## src/hw/rtl/sfd_pkg.sv

```systemverilog
`default_nettype none
package sfd_pkg;

	localparam logic [7:0] HDR_SUM = 8'hFD;
	localparam logic [7:0] TRL_SUM = 8'hDF;
	localparam logic [7:0] HDR_XOR = 8'h7B;
	localparam logic [7:0] TRL_XOR = 8'h7D;

	localparam int POS_W = 5;
	localparam logic [POS_W-1:0] LEN_SUM = 5'd19;
	localparam logic [POS_W-1:0] LEN_XOR = 5'd11;
	localparam logic [POS_W-1:0] LAST_DIST_SUM = 5'd12;
	localparam logic [POS_W-1:0] LAST_DIST_XOR = 5'd8;

	localparam int NUM_DIST = 6;
	localparam int WORD_IDX_W = $clog2(NUM_DIST);
	localparam int DIST_W = 16;

	localparam int QUEUE_DEPTH_DEF = 2;

	localparam logic [1:0] KIND_START = 2'd0;
	localparam logic [1:0] KIND_DATA = 2'd1;
	localparam logic [1:0] KIND_CHECK = 2'd2;
	localparam logic [1:0] KIND_TRAIL = 2'd3;

	localparam logic [1:0] ST_GOOD = 2'd0;
	localparam logic [1:0] ST_BAD_TRAILER = 2'd1;
	localparam logic [1:0] ST_BAD_SUM = 2'd2;

	typedef struct packed {
		logic [1:0] kind;
		logic xmode;
		logic [7:0] data;
		logic store;
		logic [WORD_IDX_W-1:0] word;
		logic hi;
	} op_t;

	typedef struct packed {
		logic valid;
		logic full;
	} q_stat_t;

endpackage
`default_nettype wire

```

## src/hw/rtl/sensor_frame_deframer_core.sv

```systemverilog
// Serial frame deframer for two sensor modes.
// Input channel: one received byte (rx_byte) per word, taken when in_valid is
// high and in_stall is low. Bytes are dropped until the header of the mode
// selected by the one-bit register (cfg_wr_en / cfg_wr_data) arrives.
// Output channel: one word per completed frame, status plus six distances,
// taken when out_valid is high and out_stall is low; it holds while stalled.
// Throughput: one byte per cycle, sustained, with the output taken as offered.
// After a frame's trailer byte is accepted, its trailer op is held in the queue
// and its result then in the output register. The front tracks frame position and
// sends one op per in-frame byte into a small queue; the back keeps checksum and
// distances and owns the output register, so only a stalled result holds the
// queue, and in_stall rises once the queue fills behind it.
// Reset clears the mode to 0, returns the front to hunting, and empties the
// queue and the output register.
`default_nettype none
module sensor_frame_deframer_core
	import sfd_pkg::*;
#(
	parameter int QUEUE_DEPTH = QUEUE_DEPTH_DEF
) (
	input wire logic clk,
	input wire logic arst_n,
	input wire logic cfg_wr_en,
	input wire logic cfg_wr_data,
	input wire logic in_valid,
	output logic in_stall,
	input wire logic [7:0] rx_byte,
	output logic out_valid,
	input wire logic out_stall,
	output logic [1:0] status,
	output logic [DIST_W-1:0] dist_a,
	output logic [DIST_W-1:0] dist_b,
	output logic [DIST_W-1:0] dist_c,
	output logic [DIST_W-1:0] dist_d,
	output logic [DIST_W-1:0] dist_e,
	output logic [DIST_W-1:0] dist_f
);

	logic sensor_mode_q;
	logic accept;
	logic push;
	logic pop;
	op_t front_op;
	op_t back_op;
	q_stat_t q_stat;

	always_ff @(posedge clk or negedge arst_n) begin
		if (!arst_n) begin
			sensor_mode_q <= 1'b0;
		end else if (cfg_wr_en) begin
			sensor_mode_q <= cfg_wr_data;
		end
	end

	assign in_stall = q_stat.full;
	assign accept = in_valid && !in_stall;

	sfd_front u_front (
		.clk(clk),
		.arst_n(arst_n),
		.accept(accept),
		.rx_byte(rx_byte),
		.sensor_mode(sensor_mode_q),
		.push(push),
		.op(front_op)
	);

	sfd_queue #(
		.DEPTH(QUEUE_DEPTH)
	) u_queue (
		.clk(clk),
		.arst_n(arst_n),
		.push(push),
		.wr_op(front_op),
		.pop(pop),
		.rd_op(back_op),
		.stat(q_stat)
	);

	sfd_back u_back (
		.clk(clk),
		.arst_n(arst_n),
		.q_stat(q_stat),
		.op(back_op),
		.pop(pop),
		.out_stall(out_stall),
		.out_valid(out_valid),
		.status(status),
		.dist_a(dist_a),
		.dist_b(dist_b),
		.dist_c(dist_c),
		.dist_d(dist_d),
		.dist_e(dist_e),
		.dist_f(dist_f)
	);

	a_bad_frame_zero: assert property (@(posedge clk) disable iff (!arst_n)
		out_valid && status != ST_GOOD |->
			dist_a == '0 && dist_b == '0 && dist_c == '0 &&
			dist_d == '0 && dist_e == '0 && dist_f == '0)
		else $error("bad frame carries distances");

	a_status_range: assert property (@(posedge clk) disable iff (!arst_n)
		out_valid |-> status == ST_GOOD || status == ST_BAD_TRAILER ||
			status == ST_BAD_SUM)
		else $error("status code out of range");

	a_result_from_queue: assert property (@(posedge clk) disable iff (!arst_n)
		$rose(out_valid) |-> $past(q_stat.valid))
		else $error("result without a queued trailer");

	a_no_push_when_full: assert property (@(posedge clk) disable iff (!arst_n)
		q_stat.full |-> !push)
		else $error("push into a full queue");

endmodule
`default_nettype wire

```

## src/hw/rtl/sfd_front.sv

```systemverilog
`default_nettype none
module sfd_front
	import sfd_pkg::*;
(
	input wire logic clk,
	input wire logic arst_n,
	input wire logic accept,
	input wire logic [7:0] rx_byte,
	input wire logic sensor_mode,
	output logic push,
	output op_t op
);

	logic in_frame_q;
	logic [POS_W-1:0] pos_q;
	logic in_frame_d;
	logic [POS_W-1:0] pos_d;
	logic op_valid;
	logic [POS_W-1:0] len;
	logic [POS_W-1:0] last_dist;
	logic [POS_W-1:0] pos_m1;
	logic [7:0] hdr;

	assign len = sensor_mode ? LEN_XOR : LEN_SUM;
	assign last_dist = sensor_mode ? LAST_DIST_XOR : LAST_DIST_SUM;
	assign hdr = sensor_mode ? HDR_XOR : HDR_SUM;
	assign pos_m1 = pos_q - POS_W'(1);

	always_comb begin
		in_frame_d = in_frame_q;
		pos_d = pos_q;
		op_valid = 1'b0;
		op.kind = KIND_DATA;
		op.xmode = sensor_mode;
		op.data = rx_byte;
		op.store = 1'b0;
		op.word = WORD_IDX_W'(pos_m1 >> 1);
		op.hi = pos_q[0];
		if (!in_frame_q) begin
			if (rx_byte == hdr) begin
				in_frame_d = 1'b1;
				pos_d = POS_W'(1);
				op_valid = 1'b1;
				op.kind = KIND_START;
			end
		end else if (pos_q >= len) begin
			in_frame_d = 1'b0;
			pos_d = '0;
		end else if (pos_q < len - POS_W'(2)) begin
			op_valid = 1'b1;
			op.kind = KIND_DATA;
			op.store = (pos_q <= last_dist);
			pos_d = pos_q + POS_W'(1);
		end else if (pos_q == len - POS_W'(2)) begin
			op_valid = 1'b1;
			op.kind = KIND_CHECK;
			pos_d = pos_q + POS_W'(1);
		end else begin
			op_valid = 1'b1;
			op.kind = KIND_TRAIL;
			in_frame_d = 1'b0;
			pos_d = '0;
		end
	end

	assign push = accept && op_valid;

	always_ff @(posedge clk or negedge arst_n) begin
		if (!arst_n) begin
			in_frame_q <= 1'b0;
			pos_q <= '0;
		end else if (accept) begin
			in_frame_q <= in_frame_d;
			pos_q <= pos_d;
		end
	end

endmodule
`default_nettype wire

```

## src/hw/rtl/sfd_queue.sv

```systemverilog
`default_nettype none
module sfd_queue
	import sfd_pkg::*;
#(
	parameter int DEPTH = QUEUE_DEPTH_DEF
) (
	input wire logic clk,
	input wire logic arst_n,
	input wire logic push,
	input wire op_t wr_op,
	input wire logic pop,
	output op_t rd_op,
	output q_stat_t stat
);

	localparam int PTR_W = (DEPTH > 1) ? $clog2(DEPTH) : 1;
	localparam int CNT_W = $clog2(DEPTH + 1);

	op_t mem_q [DEPTH];
	logic [PTR_W-1:0] wr_ptr_q;
	logic [PTR_W-1:0] rd_ptr_q;
	logic [CNT_W-1:0] cnt_q;
	logic do_push;
	logic do_pop;

	assign stat.valid = (cnt_q != '0);
	assign stat.full = (cnt_q == CNT_W'(DEPTH));
	assign do_push = push && !stat.full;
	assign do_pop = pop && stat.valid;
	assign rd_op = mem_q[rd_ptr_q];

	always_ff @(posedge clk) begin
		if (do_push) begin
			mem_q[wr_ptr_q] <= wr_op;
		end
	end

	always_ff @(posedge clk or negedge arst_n) begin
		if (!arst_n) begin
			wr_ptr_q <= '0;
			rd_ptr_q <= '0;
			cnt_q <= '0;
		end else begin
			if (do_push) begin
				wr_ptr_q <= (wr_ptr_q == PTR_W'(DEPTH - 1)) ? '0 : wr_ptr_q + PTR_W'(1);
			end
			if (do_pop) begin
				rd_ptr_q <= (rd_ptr_q == PTR_W'(DEPTH - 1)) ? '0 : rd_ptr_q + PTR_W'(1);
			end
			if (do_push && !do_pop) begin
				cnt_q <= cnt_q + CNT_W'(1);
			end else if (do_pop && !do_push) begin
				cnt_q <= cnt_q - CNT_W'(1);
			end
		end
	end

endmodule
`default_nettype wire

```

## src/hw/rtl/sfd_back.sv

```systemverilog
`default_nettype none
module sfd_back
	import sfd_pkg::*;
(
	input wire logic clk,
	input wire logic arst_n,
	input wire q_stat_t q_stat,
	input wire op_t op,
	output logic pop,
	input wire logic out_stall,
	output logic out_valid,
	output logic [1:0] status,
	output logic [DIST_W-1:0] dist_a,
	output logic [DIST_W-1:0] dist_b,
	output logic [DIST_W-1:0] dist_c,
	output logic [DIST_W-1:0] dist_d,
	output logic [DIST_W-1:0] dist_e,
	output logic [DIST_W-1:0] dist_f
);

	logic [7:0] acc_q;
	logic matched_q;
	logic [DIST_W-1:0] dist_q [NUM_DIST];
	logic out_valid_q;
	logic [1:0] status_q;
	logic [DIST_W-1:0] res_q [NUM_DIST];
	logic [1:0] status_d;
	logic out_free;

	assign out_free = !out_valid_q || !out_stall;
	assign pop = q_stat.valid && ((op.kind != KIND_TRAIL) || out_free);

	always_comb begin
		if (op.data != (op.xmode ? TRL_XOR : TRL_SUM)) begin
			status_d = ST_BAD_TRAILER;
		end else if (!matched_q) begin
			status_d = ST_BAD_SUM;
		end else begin
			status_d = ST_GOOD;
		end
	end

	always_ff @(posedge clk) begin
		if (pop) begin
			unique case (op.kind)
				KIND_START: begin
					acc_q <= op.data;
					matched_q <= 1'b0;
					for (int k = 0; k < NUM_DIST; k++) begin
						dist_q[k] <= '0;
					end
				end
				KIND_DATA: begin
					acc_q <= op.xmode ? (acc_q ^ op.data) : (acc_q + op.data);
					for (int k = 0; k < NUM_DIST; k++) begin
						if (op.store && op.word == WORD_IDX_W'(k)) begin
							if (op.hi) begin
								dist_q[k][15:8] <= op.data;
							end else begin
								dist_q[k][7:0] <= op.data;
							end
						end
					end
				end
				KIND_CHECK: begin
					matched_q <= (acc_q == op.data);
				end
				KIND_TRAIL: begin
					status_q <= status_d;
					for (int k = 0; k < NUM_DIST; k++) begin
						res_q[k] <= (status_d == ST_GOOD && !(op.xmode && k >= 4))
							? dist_q[k] : '0;
					end
				end
				default: begin
				end
			endcase
		end
	end

	always_ff @(posedge clk or negedge arst_n) begin
		if (!arst_n) begin
			out_valid_q <= 1'b0;
		end else if (pop && op.kind == KIND_TRAIL) begin
			out_valid_q <= 1'b1;
		end else if (!out_stall) begin
			out_valid_q <= 1'b0;
		end
	end

	assign out_valid = out_valid_q;
	assign status = status_q;
	assign dist_a = res_q[0];
	assign dist_b = res_q[1];
	assign dist_c = res_q[2];
	assign dist_d = res_q[3];
	assign dist_e = res_q[4];
	assign dist_f = res_q[5];

endmodule
`default_nettype wire
```

## config.mk

```make
export PLATFORM = sky130hd
export DESIGN_NAME = sensor_frame_deframer_core
export DESIGN_NICKNAME = d
export VERILOG_FILES = /design/src/hw/rtl/sfd_pkg.sv /design/src/hw/rtl/sensor_frame_deframer_core.sv /design/src/hw/rtl/sfd_front.sv /design/src/hw/rtl/sfd_queue.sv /design/src/hw/rtl/sfd_back.sv
export SDC_FILE = /design/constraint.sdc
export NUM_CORES = 1
export LEC_CHECK = 0
export ABC_AREA = 1
export ABC_CLOCK_PERIOD_IN_PS = 3300
export BUFFER_PORTS_ARGS = -buffer_cell sky130_fd_sc_hd__buf_2
export CAP_MARGIN = 20
export CELL_PAD_IN_SITES_DETAIL_PLACEMENT = 0
export CELL_PAD_IN_SITES_GLOBAL_PLACEMENT = 1
export CORE_MARGIN = 2
export CORE_UTILIZATION = 43
export DETAILED_ROUTE_END_ITERATION = 16
export PLACE_DENSITY = 0.8
export SLEW_MARGIN = 0
export SYNTH_ARGS = -nofsm -noshare
export SYNTH_HDL_FRONTEND = slang
export SYNTH_HIERARCHICAL = 1
export SYNTH_SLANG_ARGS = --single-unit
```

## constraint.sdc

```tcl
create_clock -name clk -period 3.3 [get_ports clk]
set_input_delay 0.66 -clock clk [delete_from_list [all_inputs] [get_ports clk]]
set_output_delay 0.66 -clock clk [all_outputs]
set_load 0.005 [all_outputs]
```

# [Word level (Yosys, flattened, before mapping)]
# Memory sizes are Yosys's and may differ from the RTL's.
# Index checks and enable logic that the tools add are counted.
[totals] regBits=23 latch_bits=0 ram_bits=224 rom_bits=0 in_bits=14 n_memories=3
[memory_table] name="u_back.dist_q" words=6 word_bits=16 read_ports=6 rd_clocked_by_memory_dff=0 write_ports=6 line_no="sfd_back.sv:23" text="logic [DIST_W-1:0] dist_q [NUM_DIST];"
[memory_table] name="u_back.res_q" words=6 word_bits=16 read_ports=6 rd_clocked_by_memory_dff=0 write_ports=6 line_no="sfd_back.sv:26" text="logic [DIST_W-1:0] res_q [NUM_DIST];"
[memory_table] name="u_queue.mem_q" words=2 word_bits=16 read_ports=1 rd_clocked_by_memory_dff=0 write_ports=1 line_no="sfd_queue.sv:19" text="op_t mem_q [DEPTH];"
[classes] add_sub_neg=8 multipliers=0 div=0 order_cmp=3 n_eq_ne=15 shifts=0 n_mux=111 n_bitwise=13 reduce_logical=35
[ops] cell="$mux 8" n=15
[ops] cell="$mux 16" n=6
[ops] cell="$mux 1" n=74
[ops] cell="$mux 5" n=6
[ops] cell="$eq 8x8->1" n=2
[ops] cell="$pmux 8 s2" n=1
[ops] cell="$logic_and 1x1->1" n=15
[ops] cell="$mux 2" n=7
[ops] cell="$or 1x1->1" n=12
[ops] cell="$reduce_bool 2->1" n=5
[ops] cell="$add 8x8->8" n=1
[ops] cell="$ne 8x8->1" n=1
[ops] cell="$reduce_and 2->1" n=4
[ops] cell="$xor 8x8->8" n=1
[ops] cell="$eq 2x2->1 const B" n=3
[ops] cell="$eq 3x2->1 const B" n=2
[ops] cell="$eq 3x3->1 const B" n=2
[ops] cell="$logic_not 1->1" n=6
[ops] cell="$add 5x1->5 const B" n=1
[ops] cell="$eq 5x5->1" n=1
[ops] cell="$ge 5x5->1" n=1
[ops] cell="$le 5x4->1" n=1
[ops] cell="$lt 5x5->1" n=1
[ops] cell="$sub 5x2->5 const B" n=1
[ops] cell="13 further kinds" n=16

# [Depth between registers and ports, before layout]
[logic_depth] ltp_word=10 ltp_mapped=15 ltp_nobuf=15

# [Hierarchy]
# The synthesis kept the hierarchy.
[by_module_without_submodules] module="sfd_back" instances=1 cells_each=678 area_per_inst_um2=8836.0 seq_area_each_um2=6120.9
[by_module_without_submodules] module="sfd_queue" instances=1 cells_each=115 area_per_inst_um2=1534.0 seq_area_each_um2=1061.0
[by_module_without_submodules] module="sfd_front" instances=1 cells_each=113 area_per_inst_um2=794.5 seq_area_each_um2=150.1
[by_module_without_submodules] module="sensor_frame_deframer_core" instances=1 cells_each=7 area_per_inst_um2=47.5 seq_area_each_um2=25.0

# [Worst setup path before layout]
# OpenSTA, ideal clock, no wires.
[synth_timing] path_kind="reg-to-reg" start="reg u_queue.rd_ptr_q" end="mem u_back.res_q[0][0] (enable)" setup_time_ps=451 t_arrival_ps=3126 path_slack_ps=-278 stages_incl_launch_ff=10 n_path_buf=2 cell_sequence="dfrtp_1 > buf_6 > buf_6 > nand2_1 > nand2_1 > nand2_1 > nor2_1 > nor2_4 > nand3_1 > inv_1"
[synth_rtl] element="from (decl)" line_no="sfd_queue.sv:21" text="logic [PTR_W-1:0] rd_ptr_q;"
[synth_rtl] element="from (signal assigned)" line_no="sfd_queue.sv:48" text="rd_ptr_q <= (rd_ptr_q == PTR_W'(DEPTH - 1)) ? '0 : rd_ptr_q + PTR_W'(1);"
[synth_rtl] element="to (decl)" line_no="sfd_back.sv:26"

==> flow_summary_export.csv <==
group,metric,value,unit
run_status,outcome,"completed",
timing,fin_ws,0.670,ns
pwr,max-vdd-ir-drop,0.457,mV
final_layout,fin_nets,1066,
route,drt_iter0_markers,453,
yosys,synth.ff_latch_count,247,
timing,finalCriticalPeriod,2.63,ns
timing,tns,0,ns
yosys,syn_nets,943,
place,dp_hpwl,13600,um
yosys,avgSynthCellArea,12.3,um^2
min_path,min_path_type,"in -> reg",
final_layout,n_antenna_cell,0,
timing,worst_pin_slew,0.767,ns
final_layout,drive_above_1_share,32.8,%
timing,max_slew_margin,48.9,%
final_layout,fill_cells,2287,
critical_path,cp_slowest_stage_delay,0.54,ns
critical_path,cp_common_cell,"nand2_1",
final_layout,regArea,7360,um^2
yosys,syn_area,11200,um^2
place,dp_cells,1342,
critical_path,critical_path_class,"reg -> reg",
clock_tree,clockBufferDepth,3,
final_layout,syn_to_final_growth,14.9,%
critical_path,cp.arrival,2.83,ns
route,viasPerCell,4.50,
route,firstDrtPassIters,5,
floorplanning,die_h,165,um
place,dpl_cell_area,12000,um^2
route,antenna_left,0,
global_route,grt_start_max_net_pins,65,
yosys,synth_cell_types,38,
critical_path,cp_slowest_cell,"dfrtp_1",
critical_path,cp-end-kind,"flip-flop",
timing,slew_viol_final,0,
clock_tree,post_cts_buffers,0,
floorplanning,rows,59,
place,gp_congestion,0.841,
pwr,leakage,5.42,nW
timing,fmax,380,MHz
job,cap_violations,0,
yosys,synth_edf_count,235,
route,wire_per_inst,14.1,um
critical_path,worstPathRequired,3.50,ns
clock_tree,path_clk_slew,0.06,ns
pwr,power,10.8,mW
route,vias,6255,
yosys,synthFlopType,"edfxtp_1",
clock_tree,clock_latency,0.53,ns
pwr,p_per_area,839,nW/um^2
yosys,ys_seq_area_share,65.6,%
route,drc_errors,0,
floorplanning,floorplan.die_area,27400,um^2
timing,fin_worst_skew,0.0109,ns
global_route,grt_pass1_wl,31500,um
place,port_buffers,113,
critical_path,cp_max_fo,17,
floorplanning,start_util,43.4,%
final_layout,multiInputGateArea,2950,um^2
critical_path,crit_path_start_kind,"flip-flop",
clock_tree,ctsHtreeMaxLevel,1,
route,wl,19600,um
timing,period_share,79.7,%
place,pre_cts_ws,0.660,ns
clock_tree,cts_tree,"built",
global_route,grt_overflow_total,0,
clock_tree,cts-root-buf,"clkbuf_16",
critical_path,path_cells,"inv_8, nand2_1, nand2_1, nand2_1, nor2_1, nor2_4, nand2_1, nand2_1",
floorplanning,coreArea,25800,um^2
global_route,antenna_found_initial,0,
timing,rsz0062_at_grt,"no",
global_route,grt_pass1_vias,6081,
yosys,ys_warn_count,6,
timing,hold_viol,0,
final_layout,final_area,12900,um^2
final_layout,stdcell_count,1391,
yosys,syn_inst,913,
timing,setup_violations,0,
floorplanning,die_w,165,um
clock_tree,cts.sinks,247,
global_route,grt_use_total,14.7,%
yosys,ys_async_sr_fraction,4.86,%
floorplanning,ios,114,
clock_tree,cts_buffers,26,
[sequential cells by signal, indices dropped and copies added, names as in the netlist]
name                flops
u_back/acc_q            8
sensor_mode_q           1
u_queue/cnt_q           2
u_queue/wr_ptr_q        1
u_front/pos_q           5
u_back/out_valid        1
u_front/in_frame_q      1
u_back/dist_q          96
u_queue/mem_q          32
u_back/matched_q        1
u_back/res_q           96
u_queue/rd_ptr_q        1
u_back/status           2
[where the power goes]
group          leakage [nW]  switching, mW  internal [mW]
logic                  2.63           2.25          0.935
registers              2.38          0.296           4.53
clock network         0.405           1.18           1.61
[path summary, 6_finish.rpt]
| check | slack (ns) | to | cells after the start | from |
|---|---|---|---|---|
| worst max-delay path | 0.67 | u_back/dist_q[5][0] | 8 | u_queue/rd_ptr_q |
| min in group asynchronous | 0.53 | u_front/pos_q[1] | 2 | arst_n |
| worst min-delay path | 0.32 | sensor_mode_q | 3 | cfg_wr_data |
| worst min register to register | 0.47 | u_queue/cnt_q[1] | 2 | u_queue/cnt_q[1] |
| max in group asynchronous | 2.55 | u_queue/cnt_q[1] | 2 | arst_n |
| worst max register to register | 0.67 | u_back/dist_q[5][0] | 8 | u_queue/rd_ptr_q |
[per-stage QoR]
step / utilization (%) / hold WS (ns)
after floorplan: - / 0.364
after CTS: 49.8 / 0.306
after global routing: 49.8 / 0.323
after global placement: 46.6 / 0.454
after detailed placement: 46.6 / 0.459
final: 49.8 / 0.319
[cells in the final DEF (no fill, tap or decap), drive strengths merged, types with 2 or more instances in the layout]
cell / synthesis / layout
a21o: 2 / 2
a21oi: 8 / 8
buf: 24 / 127
bufinv: 0 / 2
clkbuf: 9 / 29
clkinv: 0 / 15
clkinvlp: 0 / 3
dfrtp: 12 / 12
edfxtp: 235 / 235
ha: 15 / 15
inv: 154 / 153
nand2: 162 / 162
nand3: 32 / 32
nand3b: 2 / 2
nand4: 4 / 4
nor2: 229 / 229
nor3: 6 / 6
o21ai: 8 / 8
xnor2: 3 / 3
xor2: 3 / 3
[Yosys cell counts (2+ instances only)]
| cell type | n | area share (%) |
|---|---|---|
| a21oi_1 | 6 | 0.27 |
| buf_12 | 7 | 1.2 |
| buf_4 | 10 | 0.67 |
| buf_6 | 6 | 0.60 |
| clkbuf_1 | 9 | 0.30 |
| dfrtp_1 | 12 | 2.7 |
| edfxtp_1 | 235 | 63 |
| ha_1 | 15 | 1.7 |
| inv_1 | 140 | 4.7 |
| inv_2 | 12 | 0.40 |
| nand2_1 | 117 | 3.9 |
| nand2_2 | 24 | 1.3 |
| nand2_4 | 21 | 2.1 |
| nand3_1 | 32 | 1.4 |
| nand3b_1 | 2 | 0.13 |
| nand4_1 | 3 | 0.17 |
| nor2_1 | 118 | 4.0 |
| nor2_2 | 45 | 2.5 |
| nor2_4 | 66 | 6.6 |
| nor3_1 | 3 | 0.13 |
| nor3_2 | 3 | 0.27 |
| o21ai_0 | 7 | 0.31 |
| xnor2_1 | 3 | 0.23 |
| xor2_1 | 3 | 0.23 |
[critical path: cells and delay by family, from the launching register on]
family / cells / cell delay [ns]
and+or+nand+nor: 7 / 1.50
DFF: 1 / 0.54
buffers and inverters: 1 / 0.25
[repair_timing]
action,in CTS,in global routing
endpoints found under the setup margin,0,0
hold buffers,1,0
endpoints found under the hold margin,8,0
gates resized for setup,0,0
[kinds of logic (layout without fill, tap and decap cells)]
| family | count (synthesis) | in the layout | share of synthesized area [%] |
|---|---|---|---|
| buf+inv | 187 | 330 | 8.14 |
| simple gates | 436 | 436 | 22.8 |
| fa+ha+maj | 16 | 16 | 1.85 |
| compound gates | 21 | 21 | 1.17 |
| xor+xnor | 6 | 6 | 0.469 |
| flops | 247 | 247 | 65.6 |
[layout make-up]
type / instances / share of cell area (%)
clock inverters: 19 / 1.27
inverters: 154 / 4.61
multi-input cells: 479 / 22.9
repair buffers: 128 / 5.67
flip-flops and latches: 247 / 57.1
clock buffers: 29 / 5.14
well taps: 335 / 3.25
[metal layers]
metal | global-route usage [%] | up-vias | wire (um) | share of wire [%]
li1 | - | 3162 | - | -
met3 | 2.37 | 39 | 1120 | 5.7
met2 | 24.3 | 182 | 9160 | 47
met5 | 0 | - | 0 | 0
met4 | 4.66 | 0 | 553 | 2.8
met1 | 20.0 | 2872 | 8800 | 45
Note: power is estimated with default switching activity, not from simulation.
